`src/rtl/core/cv3_pkg.sv`:
```
// Shared types and constants for the 3x3 zero-padded image filter.
// Used by the window cells and the top level; depends on nothing.
package cv3_pkg;

	localparam int SAMPLE_W    = 16;
	localparam int COEF_W      = 16;
	localparam int COEF_SLOT   = 16;
	localparam int OUT_W       = 35;
	localparam int CFG_DATA_W  = 48;
	localparam int CFG_INDEX_W = 2;
	localparam int SIZE_W      = 11;
	localparam int PROD_W      = SAMPLE_W + COEF_W;
	localparam int COLSUM_W    = PROD_W + 2;
	localparam int TOTAL_W     = COLSUM_W + 2;

	localparam logic [SIZE_W-1:0] SIZE_RESET = 11'd1024;

	typedef enum logic [CFG_INDEX_W-1:0] {
		CFG_COEF_TOP,
		CFG_COEF_MID,
		CFG_COEF_BOTTOM,
		CFG_IMAGE_SIZE
	} cfg_reg_t;

	typedef logic signed [SAMPLE_W-1:0] sample_t;
	typedef logic signed [COEF_W-1:0]   coef_t;
	typedef logic signed [PROD_W-1:0]   prod_t;
	typedef logic signed [COLSUM_W-1:0] colsum_t;
	typedef logic signed [TOTAL_W-1:0]  total_t;

	typedef logic [2:0][SAMPLE_W-1:0] col_t;
	typedef logic [2:0][COEF_W-1:0]   coef_col_t;

	typedef struct packed {
		logic    action;
		sample_t sample;
	} pix_t;

	typedef struct packed {
		logic signed [OUT_W-1:0] filtered_value;
		logic                    last_of_frame;
	} res_t;

	typedef struct packed {
		logic       produce;
		logic       last;
		logic [2:0] row_ok;
		logic [2:0] col_ok;
	} ctl_t;

endpackage

```
`src/rtl/core/cv3_cell.sv`:
```
// One column cell of the 3x3 window: holds three samples, passes them to its
// left neighbor on each shift, and forms the masked column sum. Uses cv3_pkg.
module cv3_cell (
	input  logic                clk,
	input  logic                en,
	input  logic                shift,
	input  cv3_pkg::col_t       col_in,
	output cv3_pkg::col_t       col_out,
	input  cv3_pkg::coef_col_t  coef,
	input  logic [2:0]          mask,
	output cv3_pkg::colsum_t    sum
);
	import cv3_pkg::*;

	col_t    col_q;
	coef_t   coef_s [3];
	sample_t samp_s [3];
	prod_t   prod_c [3];
	prod_t   prod_s3 [3];
	colsum_t sum_s4;

	always_comb begin
		for (int r = 0; r < 3; r++) begin
			coef_s[r] = coef[r];
			samp_s[r] = col_q[r];
			prod_c[r] = coef_s[r] * samp_s[r];
		end
	end

	always_ff @(posedge clk) begin
		if (shift) begin
			col_q <= col_in;
		end
		if (en) begin
			for (int r = 0; r < 3; r++) begin
				prod_s3[r] <= mask[r] ? prod_c[r] : '0;
			end
			sum_s4 <= COLSUM_W'(prod_s3[0]) + COLSUM_W'(prod_s3[1]) + COLSUM_W'(prod_s3[2]);
		end
	end

	assign col_out = col_q;
	assign sum     = sum_s4;

endmodule

```
`config.mk`:
```
export PLATFORM = sky130hd
export DESIGN_NAME = cv3_cell
export DESIGN_NICKNAME = d
export VERILOG_FILES = /design/src/rtl/core/cv3_pkg.sv /design/src/rtl/core/cv3_cell.sv
export SDC_FILE = /design/constraint.sdc
export NUM_CORES = 2
export LEC_CHECK = 0
export BUFFER_PORTS_ARGS = -buffer_cell sky130_fd_sc_hd__buf_2
export CAP_MARGIN = 20
export CORE_ASPECT_RATIO = 0.7
export CORE_UTILIZATION = 59
export DETAILED_ROUTE_END_ITERATION = 16
export PLACE_DENSITY = 0.86
export SYNTH_ARGS = -nofsm -noshare
export SYNTH_HDL_FRONTEND = slang
export SYNTH_SLANG_ARGS = --single-unit
```
`constraint.sdc`:
```
create_clock -name clk -period 7 [get_ports clk]
set_input_delay 1.4 -clock clk [delete_from_list [all_inputs] [get_ports clk]]
set_output_delay 1.4 -clock clk [all_outputs]
set_load 0.01 [all_outputs]
```
==> results.json <==
{
  "wl_mm": 91.3,
  "layout_common_cells": "inv_1 (879), fa_1 (816), and2_1 (409)",
  "min_path_type": "flop to flop",
  "worstSkewPairLatency_ns": 0.52,
  "slew_headroom": 0.406,
  "fin_setup_tns_ns": 0,
  "crit_fanout": 6,
  "drt_iter0_markers": 2430,
  "slowest_stage": "fa_1",
  "synthCells": 3723,
  "min_from": "prod_s3[0][1]",
  "crit_buf_inv": 6,
  "fin_crit_sh": 0.980,
  "synth_seq_cells": 178,
  "io_pins": 184,
  "synthAdderAreaFrac": 0.535,
  "synthTopCellsByArea": "fa_1 (44%), edfxtp_1 (14%), ha_1 (9.4%)",
  "hold_buffers": 0,
  "cts_tree": "yes",
  "drive_above_1_share": 0.127,
  "start_util": 0.600,
  "critPathTopFamily": "adder cells",
  "synthToLayoutAreaGrowth_pct": 11.9,
  "synth-simple-area-share": 0.140,
  "crit_chain": "buf_2 -> nand2_1 -> inv_1 -> fa_2 -> buf_4 -> buf_4 -> fa_1 -> fa_1 -> fa_1 -> fa_1 -> inv_1 -> fa_1 -> inv_1 -> ha_1 -> a21o_1 -> a21o_1 -> a21oi_2 -> a21oi_1 -> o31a_1 -> or3_1 -> and3_1",
  "critPathKind": "input pin to flop",
  "ys_async_sr_fraction": 0,
  "rsz0062_at_grt": "true",
  "dieHeight_um": 212,
  "hold_path_end": "sum[1]",
  "die_w_um": 302,
  "synth_top_family_by_area": "adder cells",
  "vias_per_cell": 5.52,
  "clockBufferDepth": 2,
  "r2r_start": "col_out[39]",
  "synth-xor-area-share": 0.0290,
  "synth_cell_types": 55,
  "wl_per_cell_um": 18.5,
  "grt_overflow_total": 0,
  "worstHoldPathCells": 2,
  "syn_area_um2": 37200,
  "synth_edf_count": 178,
  "finalSetupViolCount": 0,
  "r2r_cells": 23,
  "maxSlewViolCount": 0,
  "placed_area_um2": 40800,
  "finalNetCount": 5289,
  "grt_usage": 0.307,
  "grt_pass1_wl_mm": 152,
  "startpoint_type": "input pin",
  "place_hpwl_mm": 76.6,
  "finalInstanceArea_um2": 41600,
  "place.gp.congestion": 0.947,
  "root_buffer": "clkbuf_16",
  "synth_mux_area_frac": 0,
  "skew_ns": 0.0249,
  "worstPathArrival_ns": 7.12,
  "grt_pass1_vias": 29274,
  "ys_warn_count": 0,
  "yosysTopAreaCellShare": 0.441,
  "max_freq_mhz": 146,
  "cpMostUsedCell": "fa_1",
  "synth-compound-area-share": 0.0524,
  "r2r_setup_slack_ns": 0.30,
  "min_period_ns": 6.86,
  "grt_max_degree": 69,
  "cpPeakStageDelay_ns": 0.52,
  "fp.coreArea_um2": 61900,
  "cap_violations": 0,
  "path_clk_slew_ns": 0.07,
  "drc": 10,
  "regToRegEndpoint": "prod_s3[0][94]",
  "portBuffers": 183,
  "endpoint_kind": "flop",
  "antenna_found_initial": 4,
  "numCtsBuffers": 17,
  "final_common_cell": "inv_1",
  "first_pass_iters": 14,
  "fp.dieArea_um2": 64000,
  "finalHoldViolCount": 0,
  "synthesis.nets": 4922,
  "antenna_left": 0,
  "worstMarginPinSlew_ns": 0.892,
  "fin_util": 0.672,
  "required_ns": 7.26,
  "cts_sinks": 178,
  "synth_area_leader_cell": "fa_1",
  "postSynthAreaPerCell_um2": 9.98,
  "whs_ns": 0.761,
  "yosysSeqAreaShare": 0.144,
  "violations": "DRC",
  "htreeDepth": 4,
  "vias": 27201,
  "status": "finished, violations left",
  "synthFlopType": "edfxtp_1",
  "floorplan.rows": 76
}
-- worst max-delay path by stage --
| stage | from | cells after the start | to | slack [ns] |
|---|---|---|---|---|
| after floorplan | coef[22] | 23 | prod_s3[0][60] | -0.02 |
| after global placement | coef[41] | 23 | prod_s3[0][95] | -0.30 |
| after detailed placement | coef[15] | 21 | prod_s3[0][30] | -0.51 |
| after CTS | coef[15] | 21 | prod_s3[0][30] | 0.03 |
| after global routing | coef[15] | 25 | prod_s3[0][27] | -0.05 |
| final | coef[31] | 21 | prod_s3[0][60] | 0.14 |
-- synthesized netlist by cell type (6+ instances only) --
master and count:
a211oi_1 19, a21o_1 44, a21oi_1 94, a31oi_1 13, and2_1 409, and3_1 14
clkbuf_1 105, edfxtp_1 178, fa_1 819, ha_1 278, inv_1 880, nand2_1 409
nand2b_1 32, nand3_1 26, nor2_1 93, nor2b_1 6, nor3_1 11, o211ai_1 7
o21a_1 13, o21ai_0 58, o21bai_1 19, o31ai_1 7, or3_1 9, xnor2_1 93
xor2_1 30
-- logic make-up (layout without fill, tap and decap cells) --
group / count (synthesis) / count (layout)
adders and majority gates: 1097 / 1097
and+or+nand+nor: 1035 / 1035
buffers and inverters: 986 / 1366
AOI/OAI and AO/OA: 304 / 304
DFF: 178 / 178
xor gates and xnor gates: 123 / 123
other: 0 / 4
-- metal layers --
| layer | vias up | GRT usage | wire length [um] |
|---|---|---|---|
| met5 | - | 0 | 0 |
| met1 | 13732 | 0.437 | 38100 |
| met3 | 152 | 0.0857 | 10000 |
| met4 | 0 | 0.0765 | 1970 |
| li1 | 11954 | - | - |
| met2 | 1363 | 0.467 | 41200 |
-- per-stage QoR --
step,setup slack [ns],instances
floorplan,-0.0177,3723
global placement,-0.304,4888
detailed placement,-0.506,4888
CTS,0.0264,4920
global route,-0.0505,4925
finish,0.142,4926
-- flip-flops by register name, indices dropped and copies added (netlist names) --
register / flops
sum: 34
col_out: 48
prod_s3: 96
-- what timing repair did --
| action | in CTS | in global routing |
|---|---|---|
| resized for setup | 0 | 38 |
| buffers inserted | 0 | 2 |
| setup endpoints to repair | 0 | 11 |
-- worst register-to-register path, delay by kind of cell (launching register included) --
| kind | cells | cell delay, ns |
|---|---|---|
| xor gates and xnor gates | 1 | 0.14 |
| adders and majority gates | 7 | 3.36 |
| AOI/OAI and AO/OA | 5 | 1.09 |
| and+or+nand+nor | 5 | 0.62 |
| buffers and inverters | 5 | 0.26 |
| DFF | 1 | 0.93 |
-- final cells by class --
type / instances / area, um2
flip-flops and latches: 178 / 5350
clock inverters: 15 / 200
inverters: 881 / 3310
multi-input cells: 2559 / 28200
well taps: 819 / 1020
repair buffers: 453 / 3030
diodes: 4 / 10.0
fillers: 4355 / 20300
clock buffers: 17 / 425
Power is left out: the tool's default activity adds up to more than one toggle a clock period on the data nets, which glitch-free logic cannot reach.
